$ cat src/design/spr_pkg.sv
// Package with constants, tables and types of the spherical pair to ray unit.
`default_nettype none
package spr_pkg;

	// Number of CORDIC rotations, capped by the arctangent table length.
	localparam int CORDIC_STEPS = 16;
	localparam int ATAN_LEN     = 24;
	localparam int CORDIC_ITERS = (CORDIC_STEPS < ATAN_LEN) ? CORDIC_STEPS : ATAN_LEN;

	// Widths of the internal values.
	localparam int AW   = 18;  // reduced angle, Q3.14
	localparam int XW   = 34;  // CORDIC x and y, Q30
	localparam int ZW   = 36;  // CORDIC residual angle, Q30
	localparam int UW   = 34;  // unit vector components, Q30
	localparam int RADW = 24;  // radius
	localparam int PRW  = UW + RADW + 1; // radius product
	localparam int DW   = 22;  // rounded difference, Q16
	localparam int SQW  = 35;  // one square
	localparam int VW   = 36;  // sum of squares
	localparam int RTW  = VW / 2; // square root
	localparam int SRW  = RTW + 2; // square root remainder
	localparam int QW   = 15;  // direction magnitude
	localparam int NW   = DW - 1 + QW; // dividend
	localparam int DRW  = NW - QW; // divider remainder
	localparam int DVW  = RTW + 2; // divisor

	localparam logic signed [AW-1:0] PI_Q14      = AW'(51472);
	localparam logic signed [AW-1:0] HALF_PI_Q14 = AW'(25736);
	localparam logic signed [XW-1:0] CORDIC_K    = 34'sh026DD3B6A;
	localparam logic signed [XW-1:0] Q30_ONE     = 34'sh040000000;
	localparam logic [QW-1:0]        DIR_ONE     = QW'(16384);

	// Arctangent of 2^-i in Q30.
	localparam logic [31:0] ATAN_TAB [ATAN_LEN] = '{
		32'h3243F6A8, 32'h1DAC6705, 32'h0FADBAFC, 32'h07F56EA6, 32'h03FEAB76, 32'h01FFD55B,
		32'h00FFFAAA, 32'h007FFF55, 32'h003FFFEA, 32'h001FFFFD, 32'h000FFFFF, 32'h0007FFFF,
		32'h0003FFFF, 32'h0001FFFF, 32'h0000FFFF, 32'h00007FFF, 32'h00003FFF, 32'h00001FFF,
		32'h00000FFF, 32'h000007FF, 32'h000003FF, 32'h000001FF, 32'h000000FF, 32'h0000007F
	};

	// Configuration register indexes.
	localparam int CFG_IW = 8;
	localparam logic [CFG_IW-1:0] REG_RADIUS   = CFG_IW'(0);
	localparam logic [CFG_IW-1:0] REG_ORIGIN_X = CFG_IW'(1);
	localparam logic [CFG_IW-1:0] REG_ORIGIN_Y = CFG_IW'(2);
	localparam logic [CFG_IW-1:0] REG_ORIGIN_Z = CFG_IW'(3);

	// Depth of the queue between front and back.
	localparam int QDEPTH = 2;

	// Configuration seen by the back end.
	typedef struct packed {
		logic [RADW-1:0]      radius;
		logic [2:0][31:0]     org;
	} cfg_t;

	// Classified word: angles el1, az1, el2, az2 after range reduction.
	typedef struct packed {
		logic [3:0][AW-1:0] ang;
		logic [3:0]         neg;
		logic [3:0]         zero;
	} fe_item_t;

	typedef struct packed {
		logic [3:0][XW-1:0] x;
		logic [3:0][XW-1:0] y;
		logic [3:0][ZW-1:0] z;
		logic [3:0]         neg;
		logic [3:0]         zero;
	} cordic_t;

	typedef struct packed {
		logic [2:0][UW-1:0] u1;
		logic [2:0][UW-1:0] u2;
	} mul_t;

	typedef struct packed {
		logic [2:0][PRW-1:0] pr;
		logic [2:0][DW-1:0]  d;
		logic                rzero;
	} prod_t;

	typedef struct packed {
		logic [2:0][31:0]    p;
		logic [2:0][DW-1:0]  d;
		logic [2:0][SQW-1:0] sq;
		logic                rzero;
	} pt_t;

	typedef struct packed {
		logic [2:0][31:0]   p;
		logic [2:0][DW-1:0] d;
		logic               degen;
		logic [VW-1:0]      val;
		logic [SRW-1:0]     srem;
		logic [RTW-1:0]     root;
	} sqrt_t;

	typedef struct packed {
		logic [2:0][31:0]    p;
		logic [2:0]          sgn;
		logic                degen;
		logic [DVW-1:0]      dv;
		logic [2:0][NW-1:0]  num;
		logic [2:0][DRW-1:0] rem;
		logic [2:0][QW-1:0]  q;
	} div_t;

endpackage
`default_nettype wire

$ cat src/design/spr_queue.sv
// Short queue between the front end and the back end.
`default_nettype none
module spr_queue (
	input  wire logic               clk,
	input  wire logic               arst_n,
	input  wire logic               push_valid,
	output logic                    push_ready,
	input  wire spr_pkg::fe_item_t  push_item,
	output logic                    pop_valid,
	input  wire logic               pop_ready,
	output spr_pkg::fe_item_t       pop_item
);

	localparam int PTRW = $clog2(spr_pkg::QDEPTH);
	localparam int CNTW = $clog2(spr_pkg::QDEPTH + 1);

	spr_pkg::fe_item_t mem_q [spr_pkg::QDEPTH];
	logic [PTRW-1:0]   wr_ptr_q;
	logic [PTRW-1:0]   rd_ptr_q;
	logic [CNTW-1:0]   cnt_q;
	logic              push;
	logic              pop;

	assign push_ready = (cnt_q != CNTW'(spr_pkg::QDEPTH));
	assign pop_valid  = (cnt_q != '0);
	assign pop_item   = mem_q[rd_ptr_q];
	assign push       = push_valid && push_ready;
	assign pop        = pop_valid && pop_ready;

	// Pointers and fill count.
	always_ff @(posedge clk or negedge arst_n) begin
		if (!arst_n) begin
			wr_ptr_q <= '0;
			rd_ptr_q <= '0;
			cnt_q    <= '0;
		end else begin
			if (push) begin
				wr_ptr_q <= (wr_ptr_q == PTRW'(spr_pkg::QDEPTH - 1)) ? '0 : wr_ptr_q + 1'b1;
			end
			if (pop) begin
				rd_ptr_q <= (rd_ptr_q == PTRW'(spr_pkg::QDEPTH - 1)) ? '0 : rd_ptr_q + 1'b1;
			end
			if (push && !pop) begin
				cnt_q <= cnt_q + 1'b1;
			end else if (pop && !push) begin
				cnt_q <= cnt_q - 1'b1;
			end
		end
	end

	// Storage.
	always_ff @(posedge clk) begin
		if (push) begin
			mem_q[wr_ptr_q] <= push_item;
		end
	end

endmodule
`default_nettype wire

$ cat config.mk
export PLATFORM = sky130hd
export DESIGN_NAME = spr_queue
export DESIGN_NICKNAME = d
export VERILOG_FILES = /design/src/design/spr_pkg.sv /design/src/design/spr_queue.sv
export SDC_FILE = /design/constraint.sdc
export NUM_CORES = 1
export LEC_CHECK = 0
export BUFFER_PORTS_ARGS = -buffer_cell sky130_fd_sc_hd__buf_2
export CAP_MARGIN = 30
export CORE_ASPECT_RATIO = 1.75
export CORE_UTILIZATION = 41
export CTS_CLUSTER_SIZE = 20
export DETAILED_ROUTE_END_ITERATION = 16
export GPL_TIMING_DRIVEN = 0
export MAX_ROUTING_LAYER = met4
export PLACE_DENSITY = 0.67
export SYNTH_ARGS = -nofsm -noshare
export SYNTH_HDL_FRONTEND = slang
export SYNTH_SLANG_ARGS = --single-unit
$ cat constraint.sdc
create_clock -name clk -period 11.2 [get_ports clk]
set_clock_uncertainty 0.1 [all_clocks]
set_input_delay 1.12 -clock clk [delete_from_list [all_inputs] [get_ports clk]]
set_output_delay 1.12 -clock clk [all_outputs]
set_load 0.02 [all_outputs]
==> run summary, run 1 <==
CP cell instances - buf_6 > buf_12 > mux2_4 > buf_2
Routed Wire Length - 11300 um
Hold Vio Cnt, Final - 0
CP Launch Type - flop
Sequential-to-total area share from yosys stat - 0.770
Row cnt - 59
Final nets - 539
GRT overflow - 0
Area after DPL - 7500 um2
Syn-to-layout area delta - 27.9%
Dpl hpwl - 7850 um
I/O pin cnt - 166
Worst-Skew Late Latency - 410 ps
Cts hold-fix bufs - 0
RR Startpoint - cnt_q[0]$_DFFE_PN0P_
Max_cap viols - 0
VDD IR-drop max - 0.227 mV
Initial Utilization - 0.425
Static leakage - 3.29 nW
Via count of the first global-routing pass - 3331
Clk buf depth - 2
Sinks on Clock Net - 164
PortBufs - 165
Reg2reg end - mem_q[0][66]$_DFFE_PP_
Antenna Nets Post-Route - 0
Worst Path Max Fanout - 10
Crit. End Element - output port
Critical Path RT - 9980 ps
Met3 usage in global routing - 0.0457
Setup bufs post-CTS - 0
Slew margin rel. - 0.493
Global-route wire length before repair - 17100 um
Post-Syn Nets - 352
DIE AREA - 16100 um2
Cells on worst reg2reg path - 5
Tot GR Track Use - 0.153
First-pass detailed-route iteration total - 4
Total power draw - 2.32 mW
Initial DRC count - 88
Drt via density - 4.72
WHS - 399 ps
Die Height - 167 um
Fmax - 348 MHz
Clock transition at path regs - 60 ps
Setup slack, reg-to-reg - 8930 ps
Post-route cell area - 8140 um2
#FFs+latches synth - 164
Cts bufs inserted - 17
Initial antenna violation count - 4
Power Density - 286 nW/um2
Routed WL per cell - 17.2 um
Slowest-stage cell, CP - dfrtp_1
Setup TNS - 0 ps
Die X - 96.2 um
Final setup viols - 0
Pins Over Slew Limit - 0
GR peak layer - met2
Final min period - 2880 ps
Core Area - 15000 um2
Largest stage delay, worst path - 340 ps
Layout cells sized above 1 - 0.621
Mapped Cells - 267
Netlist cell types - 15
Ys Warns - 0
Met2 usage - 0.267
CTS tree - done
Routability-driven placement congestion ratio - 0.652
Tcrit/Tclk final - 0.257
Filler cells - 1229
Fin cells - 655
Cell Count Post-Placement - 618
Synth Area per Inst - 23.8 um2
Worst EP arrival - 1660 ps
Type of the worst min-delay path - in2async
RSZ-0062 raised after global routing - no
Htree depth - 4
Via count - 3091
Pin count of the biggest net entering global routing - 55
Post-CTS Resized - 0
Drt drc - 0
Status - completed
Root Driver - clkbuf_16
Synthesized area - 6370 um2
Setup CP Type - reg2out
GR Util met1 - 0.150
Worst-Margin Slew - 759 ps
[layer usage]
layer,share of wire,routed length [um]
met5,0,0
met4,0.022,246
met3,0.058,658
met2,0.58,6530
met1,0.34,3840
[worst max path at each step]
stage                         start                endpoint  slack, ps
5_1_grt        rd_ptr_q$_DFFE_PN0P_            pop_item[68]       8260
3_5_place_dp             push_valid  mem_q[0][76]$_DFFE_PP_       8250
4_1_cts        rd_ptr_q$_DFFE_PN0P_            pop_item[61]       8280
2_1_floorplan            push_valid   mem_q[0][0]$_DFFE_PP_       6030
6_report       rd_ptr_q$_DFFE_PN0P_            pop_item[61]       8320
3_3_place_gp             push_valid  mem_q[0][71]$_DFFE_PP_       4250
[registers in the layout, summed over array words and instances, names as in the netlist]
register / count
cnt_q: 2
mem_q: 160
rd_ptr_q: 1
wr_ptr_q: 1
[power by group]
part           switching, mW  leakage (nW)  total, mW  internal (mW)
sequential            0.0364          1.53      0.875          0.839
clock                  0.244         0.293      0.601          0.358
combinational          0.450          1.46      0.849          0.399
total                  0.730          3.29       2.32           1.60
[critical path: cells and delay by family, from the launching register on]
family / cells / cell delay [ps]
multiplexers: 1 / 310
buffers and inverters: 3 / 580
flip-flops: 1 / 340
[kinds of logic after synthesis]
logic type               after synthesis  share of synthesized area
multiplexers                          80                      0.188
AND/OR/NAND/NOR                        7                    0.00531
adder cells (fa/ha/maj)                1                    0.00196
XOR/XNOR                               5                    0.00688
buffers and inverters                 10                     0.0275
flip-flops                           164                      0.770
[cell usage after synthesis]
cell type / number / area (um2)
or2_1: 1 / 6.26
buf_12: 8 / 160
xnor2_1: 3 / 26.3
xor2_1: 2 / 17.5
nand2_1: 2 / 7.51
nand2b_1: 1 / 6.26
dfrtp_1: 4 / 100
mux2_4: 79 / 1190
buf_6: 1 / 11.3
mux2_2: 1 / 11.3
nor2_1: 2 / 7.51
inv_1: 1 / 3.75
ha_1: 1 / 12.5
and3_1: 1 / 6.26
edfxtp_1: 160 / 4800
[placed cells by master, fill, tap and decap left out]
master and n:
buf_2 165, edfxtp_1 160, mux2_4 79, clkbuf_16 17
buf_12 10, diode_2 5, dfrtp_1 4, xnor2_1 3
bufinv_16 3, clkinv_4 3, inv_6 3, clkinvlp_4 3
nand2_1 2, xor2_1 2, clkinv_8 2, buf_6 1
nand2b_1 1, inv_1 1, or2_1 1, and3_4 1
nor2_4 1, nor2_1 1, mux2_2 1, ha_1 1
clkbuf_1 1, buf_16 1
[stage by stage]
step	util	setup WS (ps)
3_5_place_dp	0.501	8250
3_3_place_gp	0.495	4250
5_1_grt	0.543	8260
2_1_floorplan	-	6030
6_report	0.543	8320
4_1_cts	0.542	8280
[area by class of cell]
cell class | instances | area (um2) | area share
clock inverters | 14 | 198 | 0.0243
plain buffers | 9 | 171 | 0.0211
diodes | 5 | 12.5 | 0.00154
well taps | 183 | 229 | 0.0281
clock buffers | 18 | 429 | 0.0527
repair buffers | 168 | 893 | 0.110
inverters | 1 | 3.75 | 0.000461
flip-flops and latches | 164 | 4900 | 0.602
multi-input cells | 93 | 1300 | 0.160
No activity file was read; power rests on OpenSTA's default activity.
==> run 2: changes to the inputs <==
--- a/config.mk
+++ b/config.mk
@@ -13,7 +13,7 @@
 export DETAILED_ROUTE_END_ITERATION = 16
 export GPL_TIMING_DRIVEN = 0
 export MAX_ROUTING_LAYER = met4
-export PLACE_DENSITY = 0.67
+export PLACE_DENSITY = 0.69
 export SYNTH_ARGS = -nofsm -noshare
 export SYNTH_HDL_FRONTEND = slang
 export SYNTH_SLANG_ARGS = --single-unit
==> constraint.sdc (replaced) <==
create_clock -name clk -period 2.5 [get_ports clk]
set_clock_uncertainty 0.1 [all_clocks]
set_input_delay 0.25 -clock clk [delete_from_list [all_inputs] [get_ports clk]]
set_output_delay 0.25 -clock clk [all_outputs]
set_load 0.02 [all_outputs]
==> run summary, run 2 (synthesis results as in run 1) <==
Htree depth - 4 (unchanged)
RSZ-0062 raised after global routing - no
Die X - 96.2 um (unchanged)
Routability-driven placement congestion ratio - 0.703 (+7.9%)
Routed WL per cell - 16.8 um (-2.0%)
RR Startpoint - cnt_q[0]$_DFFE_PN0P_
Tcrit/Tclk final - 0.851
Via count of the first global-routing pass - 3746 (+12%)
Worst Path Max Fanout - 30 (+20)
Die Height - 167 um (unchanged)
Final setup viols - 0 (unchanged)
First-pass detailed-route iteration total - 4 (unchanged)
Final min period - 2130 ps
Tot GR Track Use - 0.165 (+0.0117)
Drt via density - 4.67 (-1.0%)
Most common cell after layout, fill and taps aside - buf_2
Syn-to-layout area delta - 39.6%
Setup CP Type - reg2reg
Setup slack, reg-to-reg - 370 ps (-8560 ps)
Via count - 3415 (+10%)
Slew margin rel. - 0.466 (-0.0268)
Max reg flops - 160 (unchanged)
Slowest-stage cell, CP - nor2_4
CP Launch Type - flop
I/O pin cnt - 166 (unchanged)
Drt drc - 0 (unchanged)
Initial Utilization - 0.425 (unchanged)
WHS - 60.4 ps (-339 ps)
Setup TNS - 0 ps (unchanged)
VDD IR-drop max - 0.897 mV (+290%)
Most frequent cells in the layout - buf_2, edfxtp_1, dlygate4sd3_1
Reg2reg end - mem_q[0][41]$_DFFE_PP_
Clock transition at path regs - 70 ps (about the same)
Antenna Nets Post-Route - 0 (unchanged)
Cts hold-fix bufs - 81 (+81)
Worst-Skew Late Latency - 410 ps (about the same)
Type of the worst min-delay path - in2reg
Global-route wire length before repair - 18800 um (+9.9%)
Crit. End Element - flop
Worst-Margin Slew - 799 ps (+40.1 ps)
PortBufs - 165 (unchanged)
Total power draw - 10.4 mW (+350%)
Worst EP arrival - 2130 ps (+470 ps)
Hold Vio Cnt, Final - 0 (unchanged)
Sinks on Clock Net - 164 (unchanged)
CTS tree - done
Stages on worst setup path - 4 (unchanged)
Static leakage - 3.60 nW (+9.6%)
Cells on worst reg2reg path - 4 (-1)
Clk buf depth - 2 (unchanged)
Setup bufs post-CTS - 0 (unchanged)
Cts bufs inserted - 17 (unchanged)
Crit path to - mem_q[0][41]$_DFFE_PP_
CP cell instances - nand2b_2 > nand2_1 > nor2_4 > buf_12
Fmax - 470 MHz
Pins Over Slew Limit - 0 (unchanged)
Core Area - 15000 um2 (unchanged)
Final nets - 620 (+15%)
Reg with most FFs - mem_q
Biggest regs - mem_q x160, cnt_q x2
Crit. Startpoint - cnt_q[0]$_DFFE_PN0P_
Worst Path Buf+Inv - 1 (-2)
Status - completed
Largest stage delay, worst path - 660 ps (+320 ps)
Power Density - 1170 nW/um2 (+310%)
Initial antenna violation count - 0 (-4)
Routed Wire Length - 12300 um (+9.3%)
Delay-heaviest family, CP - simple AND/OR/NAND/NOR gates
Row cnt - 59 (unchanged)
Critical Path RT - 2500 ps (-7480 ps)
Initial DRC count - 146 (+66%)
Post-CTS Resized - 0 (unchanged)
GRT overflow - 0 (unchanged)
Max_cap viols - 0 (unchanged)
Ant. Diodes - 0 (-5)
Layout cells sized above 1 - 0.531 (-0.0900)
Pin count of the biggest net entering global routing - 51 (-7.3%)
Root Driver - clkbuf_16
Dpl hpwl - 7810 um (-0.53%)
DIE AREA - 16100 um2 (unchanged)
-- run 2: cell types whose count changed in the layout (fill, tap and decap cells not counted) --
cell | before | now
clkinvlp_4 | 3 | 4
clkinv_2 | 0 | 1
inv_8 | 0 | 4
nand2b_2 | 0 | 1
dlygate4sd3_1 | 0 | 81
diode_2 | 5 | 0
clkinv_4 | 3 | 2
nand2b_1 | 1 | 0
bufinv_16 | 3 | 1
inv_6 | 3 | 2
clkinv_8 | 2 | 0
-- run 2: worst reg2reg max path: stages, from the launching register on --
cell and delay [ps]:
dfrtp_1 420, nand2b_2 180, nand2_1 140, nor2_4 660
buf_12 290
-- run 2: through the flow --
| step | std cells | util | setup WS (ps) | instance area, um2 |
|---|---|---|---|---|
| after floorplan | 267 | - | 35.8 | 6380 |
| after global placement | 615 | 0.496 | -499 | 7430 |
| after detailed placement | 618 | 0.501 | 398 | 7500 |
| after CTS | 731 | 0.593 | 374 | 8890 |
| after global routing | 731 | 0.593 | 236 | 8890 |
| final | 731 | 0.593 | 373 | 8890 |
-- run 2: area by class of cell --
type	count	area (um2)
Fill cell	1145	6100
Clock inverter	14	145
Inverter	1	3.75
Timing Repair Buffer	249	1700
Multi-Input combinational cell	93	1300
Sequential cell	164	4900
Buffer	9	171
Tap cell	183	229
Clock buffer	18	429
-- run 2: metal layers --
| metal | part of all wire | GRT usage |
|---|---|---|
| met2 | 0.56 | 0.294 |
| met1 | 0.36 | 0.161 |
| met4 | 0.036 | 0.0876 |
| met5 | 0 | - |
| met3 | 0.037 | 0.0356 |
-- run 2: worst min-delay path by stage --
stage                                end      start  cells past startpoint
detailed placement  wr_ptr_q$_DFFE_PN0P_     arst_n                      1
floorplan           cnt_q[0]$_DFFE_PN0P_     arst_n                      0
CTS                 rd_ptr_q$_DFFE_PN0P_  pop_ready                      3
global placement    wr_ptr_q$_DFFE_PN0P_     arst_n                      1
finish              rd_ptr_q$_DFFE_PN0P_  pop_ready                      3
global route        rd_ptr_q$_DFFE_PN0P_  pop_ready                      3
-- run 2: power breakdown --
part           switching (mW)  leakage, nW  internal (mW)
Combinational            2.06         1.80           1.87
Clock                    1.10        0.271           1.40
Sequential              0.169         1.53           3.76
Total                    3.33         3.60           7.04
