==> src/design/spr_pkg.sv <==
// Package with constants, tables and types of the spherical pair to ray unit.
`default_nettype none
package spr_pkg;

	// Number of CORDIC rotations, capped by the arctangent table length.
	localparam int CORDIC_STEPS = 16;
	localparam int ATAN_LEN     = 24;
	localparam int CORDIC_ITERS = (CORDIC_STEPS < ATAN_LEN) ? CORDIC_STEPS : ATAN_LEN;

	// Widths of the internal values.
	localparam int AW   = 18;  // reduced angle, Q3.14
	localparam int XW   = 34;  // CORDIC x and y, Q30
	localparam int ZW   = 36;  // CORDIC residual angle, Q30
	localparam int UW   = 34;  // unit vector components, Q30
	localparam int RADW = 24;  // radius
	localparam int PRW  = UW + RADW + 1; // radius product
	localparam int DW   = 22;  // rounded difference, Q16
	localparam int SQW  = 35;  // one square
	localparam int VW   = 36;  // sum of squares
	localparam int RTW  = VW / 2; // square root
	localparam int SRW  = RTW + 2; // square root remainder
	localparam int QW   = 15;  // direction magnitude
	localparam int NW   = DW - 1 + QW; // dividend
	localparam int DRW  = NW - QW; // divider remainder
	localparam int DVW  = RTW + 2; // divisor

	localparam logic signed [AW-1:0] PI_Q14      = AW'(51472);
	localparam logic signed [AW-1:0] HALF_PI_Q14 = AW'(25736);
	localparam logic signed [XW-1:0] CORDIC_K    = 34'sh026DD3B6A;
	localparam logic signed [XW-1:0] Q30_ONE     = 34'sh040000000;
	localparam logic [QW-1:0]        DIR_ONE     = QW'(16384);

	// Arctangent of 2^-i in Q30.
	localparam logic [31:0] ATAN_TAB [ATAN_LEN] = '{
		32'h3243F6A8, 32'h1DAC6705, 32'h0FADBAFC, 32'h07F56EA6, 32'h03FEAB76, 32'h01FFD55B,
		32'h00FFFAAA, 32'h007FFF55, 32'h003FFFEA, 32'h001FFFFD, 32'h000FFFFF, 32'h0007FFFF,
		32'h0003FFFF, 32'h0001FFFF, 32'h0000FFFF, 32'h00007FFF, 32'h00003FFF, 32'h00001FFF,
		32'h00000FFF, 32'h000007FF, 32'h000003FF, 32'h000001FF, 32'h000000FF, 32'h0000007F
	};

	// Configuration register indexes.
	localparam int CFG_IW = 8;
	localparam logic [CFG_IW-1:0] REG_RADIUS   = CFG_IW'(0);
	localparam logic [CFG_IW-1:0] REG_ORIGIN_X = CFG_IW'(1);
	localparam logic [CFG_IW-1:0] REG_ORIGIN_Y = CFG_IW'(2);
	localparam logic [CFG_IW-1:0] REG_ORIGIN_Z = CFG_IW'(3);

	// Depth of the queue between front and back.
	localparam int QDEPTH = 2;

	// Configuration seen by the back end.
	typedef struct packed {
		logic [RADW-1:0]      radius;
		logic [2:0][31:0]     org;
	} cfg_t;

	// Classified word: angles el1, az1, el2, az2 after range reduction.
	typedef struct packed {
		logic [3:0][AW-1:0] ang;
		logic [3:0]         neg;
		logic [3:0]         zero;
	} fe_item_t;

	typedef struct packed {
		logic [3:0][XW-1:0] x;
		logic [3:0][XW-1:0] y;
		logic [3:0][ZW-1:0] z;
		logic [3:0]         neg;
		logic [3:0]         zero;
	} cordic_t;

	typedef struct packed {
		logic [2:0][UW-1:0] u1;
		logic [2:0][UW-1:0] u2;
	} mul_t;

	typedef struct packed {
		logic [2:0][PRW-1:0] pr;
		logic [2:0][DW-1:0]  d;
		logic                rzero;
	} prod_t;

	typedef struct packed {
		logic [2:0][31:0]    p;
		logic [2:0][DW-1:0]  d;
		logic [2:0][SQW-1:0] sq;
		logic                rzero;
	} pt_t;

	typedef struct packed {
		logic [2:0][31:0]   p;
		logic [2:0][DW-1:0] d;
		logic               degen;
		logic [VW-1:0]      val;
		logic [SRW-1:0]     srem;
		logic [RTW-1:0]     root;
	} sqrt_t;

	typedef struct packed {
		logic [2:0][31:0]    p;
		logic [2:0]          sgn;
		logic                degen;
		logic [DVW-1:0]      dv;
		logic [2:0][NW-1:0]  num;
		logic [2:0][DRW-1:0] rem;
		logic [2:0][QW-1:0]  q;
	} div_t;

endpackage
`default_nettype wire

==> src/design/spr_in_if.sv <==
// Input channel carrying a pair of sphere points.
`default_nettype none
interface spr_in_if;
	logic        valid;
	logic        ready;
	logic [15:0] start_elevation;
	logic [16:0] start_azimuth;
	logic [15:0] aim_elevation;
	logic [16:0] aim_azimuth;

	modport source (output valid, output start_elevation, output start_azimuth,
		output aim_elevation, output aim_azimuth, input ready);
	modport sink (input valid, input start_elevation, input start_azimuth,
		input aim_elevation, input aim_azimuth, output ready);
endinterface
`default_nettype wire

==> src/design/spr_front.sv <==
// Front end: accepts a word and reduces its four angles to the CORDIC range.
`default_nettype none
module spr_front (
	input  wire logic          clk,
	input  wire logic          arst_n,
	spr_in_if.sink             req,
	output spr_pkg::fe_item_t  item,
	output logic               item_valid,
	input  wire logic          item_ready
);

	spr_pkg::fe_item_t fe_d;
	spr_pkg::fe_item_t fe_s1;
	logic              v_s1;
	logic [3:0][spr_pkg::AW-1:0] raw;

	// Extend every angle to the common signed width.
	assign raw[0] = spr_pkg::AW'(req.start_elevation);
	assign raw[1] = {req.start_azimuth[16], req.start_azimuth};
	assign raw[2] = spr_pkg::AW'(req.aim_elevation);
	assign raw[3] = {req.aim_azimuth[16], req.aim_azimuth};

	// Fold angles beyond a quarter turn by half a turn and note the sign flip.
	always_comb begin
		for (int a = 0; a < 4; a++) begin
			if ($signed(raw[a]) > spr_pkg::HALF_PI_Q14) begin
				fe_d.ang[a] = raw[a] - spr_pkg::PI_Q14;
				fe_d.neg[a] = 1'b1;
			end else if ($signed(raw[a]) < -spr_pkg::HALF_PI_Q14) begin
				fe_d.ang[a] = raw[a] + spr_pkg::PI_Q14;
				fe_d.neg[a] = 1'b1;
			end else begin
				fe_d.ang[a] = raw[a];
				fe_d.neg[a] = 1'b0;
			end
			fe_d.zero[a] = (fe_d.ang[a] == '0);
		end
	end

	assign req.ready  = !v_s1 || item_ready;
	assign item       = fe_s1;
	assign item_valid = v_s1;

	// Front stage register.
	always_ff @(posedge clk or negedge arst_n) begin
		if (!arst_n) begin
			v_s1 <= 1'b0;
		end else if (req.ready) begin
			v_s1 <= req.valid;
		end
	end

	always_ff @(posedge clk) begin
		if (req.ready && req.valid) begin
			fe_s1 <= fe_d;
		end
	end

endmodule
`default_nettype wire

==> src/flat_wrapper.sv <==
// flat-port wrapper written by rule: the top's interface ports become plain ports
module spr_front_flat 
  (clk, arst_n, item, item_valid, item_ready, req_valid, req_start_elevation, req_start_azimuth, req_aim_elevation, req_aim_azimuth, req_ready);
  spr_in_if req_i ();
  input  wire logic clk;
  input  wire logic arst_n;
  output spr_pkg::fe_item_t item;
  output logic item_valid;
  input  wire logic item_ready;
  input wire logic [$bits(req_i.valid)-1:0] req_valid;
  input wire logic [$bits(req_i.start_elevation)-1:0] req_start_elevation;
  input wire logic [$bits(req_i.start_azimuth)-1:0] req_start_azimuth;
  input wire logic [$bits(req_i.aim_elevation)-1:0] req_aim_elevation;
  input wire logic [$bits(req_i.aim_azimuth)-1:0] req_aim_azimuth;
  output wire logic [$bits(req_i.ready)-1:0] req_ready;
  assign req_i.valid = req_valid;
  assign req_i.start_elevation = req_start_elevation;
  assign req_i.start_azimuth = req_start_azimuth;
  assign req_i.aim_elevation = req_aim_elevation;
  assign req_i.aim_azimuth = req_aim_azimuth;
  assign req_ready = req_i.ready;
  spr_front u_core (.clk(clk), .arst_n(arst_n), .req(req_i), .item(item), .item_valid(item_valid), .item_ready(item_ready));
endmodule
==> config.mk <==
export PLATFORM = sky130hd
export DESIGN_NAME = spr_front_flat
export DESIGN_NICKNAME = d
export VERILOG_FILES = /design/src/design/spr_pkg.sv /design/src/design/spr_in_if.sv /design/src/design/spr_front.sv /design/src/flat_wrapper.sv
export SDC_FILE = /design/constraint.sdc
export NUM_CORES = 1
export LEC_CHECK = 0
export BUFFER_PORTS_ARGS = -buffer_cell sky130_fd_sc_hd__buf_2
export CAP_MARGIN = 20
export CORE_MARGIN = 10
export CORE_UTILIZATION = 47
export CTS_CLUSTER_SIZE = 16
export DETAILED_ROUTE_END_ITERATION = 16
export HOLD_SLACK_MARGIN = 0.12
export PLACE_DENSITY = 0.76
export SYNTH_ARGS = -nofsm -noshare
export SYNTH_HDL_FRONTEND = slang
export SYNTH_SLANG_ARGS = --single-unit
==> constraint.sdc <==
create_clock -name clk -period 2.4 [get_ports clk]
set_input_delay 0.12 -clock clk [delete_from_list [all_inputs] [get_ports clk]]
set_output_delay 0.12 -clock clk [all_outputs]
set_load 0.02 [all_outputs]
==> flow_summary.toml, run 1 <==
[synth]
synth_warnings = 0
synth.distinct_cells = 77
ys_ff_latch = 79
seq_area_frac_synth_pct = 47.6
syn_avg_cell_area_sq_um = 10.2
synth_flop_cell = "edfxtp_1"
yosysTopAreaCell = "edfxtp_1"
yosys.area.top_type_share_pct = 47.1
synthArstFlopShare_pct = 1.27
synth_edf_count = 78
synthCells = 489
synth.area.top_cells = "edfxtp_1, xnor2_1, nor2_1"
syn-cell-area_sq_mm = 0.00497
syn-num-nets = 565

[hold_path]
hp-start = "req_aim_elevation[9]"
min_to = "u_core.item[53]$_DFFE_PP_"
hold_depth = 2
hold_class = "in -> reg"

[critical_path]
reg2reg_slack_ps = 840
r2r-end = "u_core.item[29]$_DFFE_PP_"
start_kind = "primary input"
critPathArrivalTime_ps = 2430
cp_slowest_cell = "dlygate4sd3_1"
end_kind = "flip-flop"
cp_slowest_stage_delay_ps = 530
r2r_cells = 3
crit_type = "in -> reg"
crit_chain = "dlygate4sd3_1, buf_2, nor3_1, a31o_2, a21o_4, inv_2, a211o_1, a2111o_1, nor4_1"
setup.worst_path.start = "req_start_elevation[1]"
required_ps = 2560
r2r-start = "u_core.item_valid$_DFFE_PN0N_"
critPathMaxFanout = 4

[power_and_ir_drop]
p_comb_share_pct = 26.8
ir_drop_v = 0.000321
clockPowerShare_pct = 28.8
internal_power_w = 0.00269
seqPwrFrac_pct = 44.4
power_switching_w = 0.00108
power_w = 0.00377
powerDensity_mw_per_mm2 = 543
swShare_pct = 28.6
leakage_nw = 2.87

[grt]
grt_start_max_net_pins = 36
grt_pass1_vias = 4873
grt_overflow = 0
grt_use_total_pct = 19.6
grt_pass1_wl_um = 24200
antenna_found_initial = 0

[routing]
route.met2.wl_um = 7420
antenna_left = 0
vias_per_cell = 5.56
drt_iter0_drc = 358
wl_met1_um = 6070
drcViolationCount = 0
wl_met3_um = 1440
vias = 4856
dr.pass1.iters = 5
wire_per_inst_um = 17.4
routed_wl_um = 15200
highest_layer = "met4"

[clock_tree]
cts_buffer_depth = 2
clock_latency_ps = 350
numCtsBuffers = 9
cts_tree = "done"
root_buffer = "clkbuf_8"
numClockSinks = 79
h-tree-depth = 3
clkSlewWorstSetupHoldPaths_ps = 90

[timing]
maxSlewHeadroom_pct = 56.4
setup_violations = 0
post-route-period-util_pct = 94.5
finalClockSkew_ps = 13.3
max_freq_mhz = 441
slew_violations = 0
rsz0062_at_grt = "true"
min_period_ps = 2270
finalHoldViolations = 0
tightestPinTransition_ps = 649

[outcome]
outcome = "completed"

[floorplanning]
die_w_um = 123
initial_utilization_pct = 48.1
dieHeight_um = 123
dieArea_sq_mm = 0.0151
core-area_sq_mm = 0.0103
io_pins = 152
core.rowCount = 37

[placed_design]
io_buffer_count = 151
place.gp.congestion = 0.958
dp_hpwl_um = 11900

[cells_and_area]
area_growth_pct = 39.6
final_core_util_pct = 67.2
fill_cells = 846
drive_above_1_share_pct = 40.3
finalNetCount = 808
insertedDiodeCount = 0

[job]
maxCapViolCount = 0
area by class of cell:
class                   count  area (sq um)  share of cell area (%)
flip-flops and latches     79          2370                    34.1
well taps                 136           170                    2.45
inverters                  16          60.1                   0.866
clock buffers              12           145                    2.09
repair buffers            270          1710                    24.7
clock inverters             4          70.1                    1.01
multi-input cells         356          2410                    34.7
layout by cell type, fill, tap and decap left out, types with 4 or more instances in the layout:
| cell | n |
|---|---|
| buf_4 | 97 |
| nand3b_1 | 4 |
| and3_1 | 6 |
| nand4_1 | 6 |
| o22ai_1 | 6 |
| xnor2_1 | 24 |
| o211ai_1 | 7 |
| nor3_1 | 14 |
| a31o_2 | 5 |
| nand3_1 | 12 |
| buf_2 | 151 |
| nand2_1 | 38 |
| ha_1 | 6 |
| o31ai_1 | 6 |
| a31oi_1 | 12 |
| nand4b_1 | 4 |
| nor4_1 | 8 |
| nor4b_1 | 4 |
| a21oi_1 | 12 |
| dlygate4sd3_1 | 21 |
| or3_1 | 8 |
| clkbuf_8 | 10 |
| inv_1 | 15 |
| nand2b_1 | 11 |
| o21ai_0 | 27 |
| xor2_1 | 15 |
| nor2_1 | 44 |
| edfxtp_1 | 78 |
cell families (layout without fill, tap and decap cells):
group	Yosys count	in the layout	synth area share, %
buffers and inverters	54	302	5.16
adder cells (fa/ha/maj)	6	6	1.51
AO/OA/AOI/OAI	126	126	18.5
XOR/XNOR	40	40	7.20
AND/OR/NAND/NOR	184	184	20.0
flip-flops	79	79	47.6
synth_stat cells (all sizes together) (4+ instances only):
master,count
o211ai,7
nand3b,4
nand3,12
nor3,16
nor2,45
ha,6
a21boi,4
edfxtp,78
nor4b,4
o31ai,6
a21oi,12
o21ai,27
and3,6
o41ai,5
xor2,15
a31oi,12
or3,11
o22ai,6
nand4,6
o21a,4
nand2b,11
clkbuf,18
nor4,12
nand2,39
a31o,5
nand4b,4
xnor2,25
inv,16
buf,20
routing by layer:
layer / up-vias / GRT usage, %
li1: 2346 / -
met1: 2267 / 23.5
met2: 222 / 33.2
met3: 21 / 5.65
met4: 0 / 6.48
met5: - / 0
registers in the layout, summed over array words and instances (netlist names):
register           count
u_core.item           78
u_core.item_valid      1
repair_timing:
action | CTS | global route
buffers inserted | 0 | 2
endpoints found under the setup margin | 0 | 2
endpoints found under the hold margin | 19 | 0
hold buffers | 21 | 0
gates resized for setup | 0 | 13
metrics by stage:
step | area [sq um] | std cells | worst slack, ps | hold WS, ps | setup TNS (ps)
after CTS | 6860 | 871 | 105 | 126 | 0
after floorplan | 4970 | 489 | -152 | -176 | -152
after global routing | 6940 | 873 | 1.32 | 153 | 0
final | 6940 | 873 | 131 | 154 | 0
after detailed placement | 6430 | 834 | -252 | -102 | -632
after global placement | 6430 | 834 | -205 | -104 | -280
power by group through the flow:
stage               Sequential (W)  Clock, W  Combinational (W)
detailed placement         0.00170         0           0.000963
global placement           0.00170         0           0.000946
CTS                        0.00167   0.00111           0.000995
finish                     0.00167   0.00109            0.00101
global route               0.00168   0.00116            0.00109
floorplan                  0.00183         0           0.000419
worst max path at each step:
stage | endpoint | depth (start not counted)
after floorplan | u_core.item[1]$_DFFE_PP_ | 10
after global placement | u_core.item[1]$_DFFE_PP_ | 9
after detailed placement | u_core.item[1]$_DFFE_PP_ | 10
after CTS | u_core.item[3]$_DFFE_PP_ | 9
after global routing | u_core.item[1]$_DFFE_PP_ | 11
final | u_core.item[0]$_DFFE_PP_ | 9
worst max-delay path, delay by kind of cell:
kind	cells	cell delay (ps)
compound gates	4	990
buf+inv	3	700
simple gates	2	610
Power figures use the tool's default switching activity.
==> run 2: changes to the inputs <==
==> constraint.sdc (replaced) <==
create_clock -name clk -period 1.9 [get_ports clk]
set_input_delay 0.095 -clock clk [delete_from_list [all_inputs] [get_ports clk]]
set_output_delay 0.095 -clock clk [all_outputs]
set_load 0.02 [all_outputs]
==> flow_summary.toml, run 2 (same netlist as run 1, synthesis figures left out) <==
[outcome]
outcome = "finished, violations left"
failed_checks = "setup timing"

[hold_path]
hold_class = "in -> reg"
hp-start = "req_start_elevation[11]"
hold_depth = 3
min_to = "u_core.item[19]$_DFFE_PP_"

[timing]
min_period_ps = 2240
slew_violations = 0
post-route-period-util_pct = 118
finalHoldViolations = 0
worst_slack_ps = -338
tightestPinTransition_ps = 469
setup_violations = 10
max_freq_mhz = 447
finalClockSkew_ps = 12.4
maxSlewHeadroom_pct = 68.4
rsz0062_at_grt = "true"

[routing]
drcViolationCount = 0
vias = 5277
vias_per_cell = 5.62
wire_per_inst_um = 18.3
routed_wl_um = 17200
dr.pass1.iters = 7
antenna_left = 0
drt_iter0_drc = 417

[placed_design]
dpl_worst_slack_ps = -780
place.gp.congestion = 0.932
dpl-instance-area_sq_mm = 0.00700
io_buffer_count = 151
placed_cells = 898
dp_hpwl_um = 12700

[critical_path]
start_kind = "primary input"
end_kind = "flip-flop"
crit_type = "in -> reg"
r2r_cells = 3
cp_slowest_cell = "or4b_4"
required_ps = 2000
cp_slowest_stage_delay_ps = 540
crit_chain = "buf_6, or4b_4, nor4_4, a311oi_2, or3_4, buf_6, o22ai_4, xor2_2, nor4_2, and3_1"
r2r-end = "u_core.item[69]$_DFFE_PP_"
reg2reg_slack_ps = 490
critPathMaxFanout = 4
crit_top_cell = "buf_6"
critPathArrivalTime_ps = 2340
r2r-start = "u_core.item_valid$_DFFE_PN0N_"

[floorplanning]
dieArea_sq_mm = 0.0151
core.rowCount = 37
initial_utilization_pct = 48.1
core-area_sq_mm = 0.0103
die_w_um = 123
io_pins = 152
dieHeight_um = 123

[grt]
grt_pass1_vias = 5399
grt_pass1_wl_um = 26200
grt_start_max_net_pins = 35
grt_use_total_pct = 21.5
antenna_found_initial = 0
grt_overflow = 0

[cells_and_area]
area_growth_pct = 57.5
largest_register_ff_count = 78
design_area_sq_mm = 0.00782
fin_cells = 939
insertedDiodeCount = 0
drive_above_1_share_pct = 50.7
final_common_cell = "buf_4"
finalNetCount = 874
final_cell_mix = "buf_4, buf_2, edfxtp_1"

[clock_tree]
clkSlewWorstSetupHoldPaths_ps = 80
numCtsBuffers = 9
cts_buffer_depth = 2
h-tree-depth = 3
numClockSinks = 79
clock_latency_ps = 350
cts_tree = "done"
root_buffer = "clkbuf_8"

[power_and_ir_drop]
powerDensity_mw_per_mm2 = 633
leakage_nw = 3.30
ir_drop_v = 0.000412

[job]
maxCapViolCount = 0
-- run 2: through the flow --
stage | TNS [ps] | hold WS, ps | total power, W | util, %
global route | -1540 | 187 | 0.00516 | 75.8
detailed placement | -12110 | -130 | 0.00351 | 67.8
CTS | -509 | 155 | 0.00488 | 73.3
global placement | -9230 | -131 | 0.00347 | 67.8
floorplan | -3600 | -201 | 0.00288 | -
finish | -830 | 178 | 0.00496 | 75.8
-- run 2: per-layer routing --
metal  global-route usage [%]  share of wire [%]
met2                     37.5                 51
met4                     9.06                2.9
met5                        0                  0
met1                     24.0                 37
met3                     6.11                9.1
-- run 2: final cells by class --
cell class,count,area (sq um)
repair buffers,336,2270
flip-flops and latches,79,2370
clock buffers,14,173
multi-input cells,356,2750
inverters,16,62.6
clock inverters,2,37.5
fillers,701,2500
well taps,136,170
-- run 2: worst max path at each step --
| stage | cells past startpoint | start | endpoint |
|---|---|---|---|
| 2_1_floorplan | 10 | req_start_azimuth[15] | u_core.item[1]$_DFFE_PP_ |
| 3_3_place_gp | 10 | req_start_azimuth[15] | u_core.item[1]$_DFFE_PP_ |
| 3_5_place_dp | 10 | req_start_azimuth[15] | u_core.item[1]$_DFFE_PP_ |
| 4_1_cts | 9 | req_start_azimuth[4] | u_core.item[1]$_DFFE_PP_ |
| 5_1_grt | 10 | req_start_azimuth[9] | u_core.item[1]$_DFFE_PP_ |
| 6_report | 10 | req_start_azimuth[9] | u_core.item[1]$_DFFE_PP_ |
-- run 2: what timing repair did --
action	4_1_cts	5_1_grt
hold buffers	20	0
endpoints found under the hold margin	18	0
gates resized for setup	23	47
endpoints found under the setup margin	8	14
setup buffers	5	4
pin swaps	13	22
-- run 2: worst max-delay path: cells and delay by family --
kind,cells,cell delay (ps)
buf+inv,2,230
compound gates,2,340
simple gates,5,1450
xor+xnor,1,220
-- run 2: power breakdown --
| group | internal (W) | switching, W |
|---|---|---|
| logic | 0.000692 | 0.000836 |
| clock network | 0.000717 | 0.000598 |
| registers | 0.00208 | 0.0000298 |
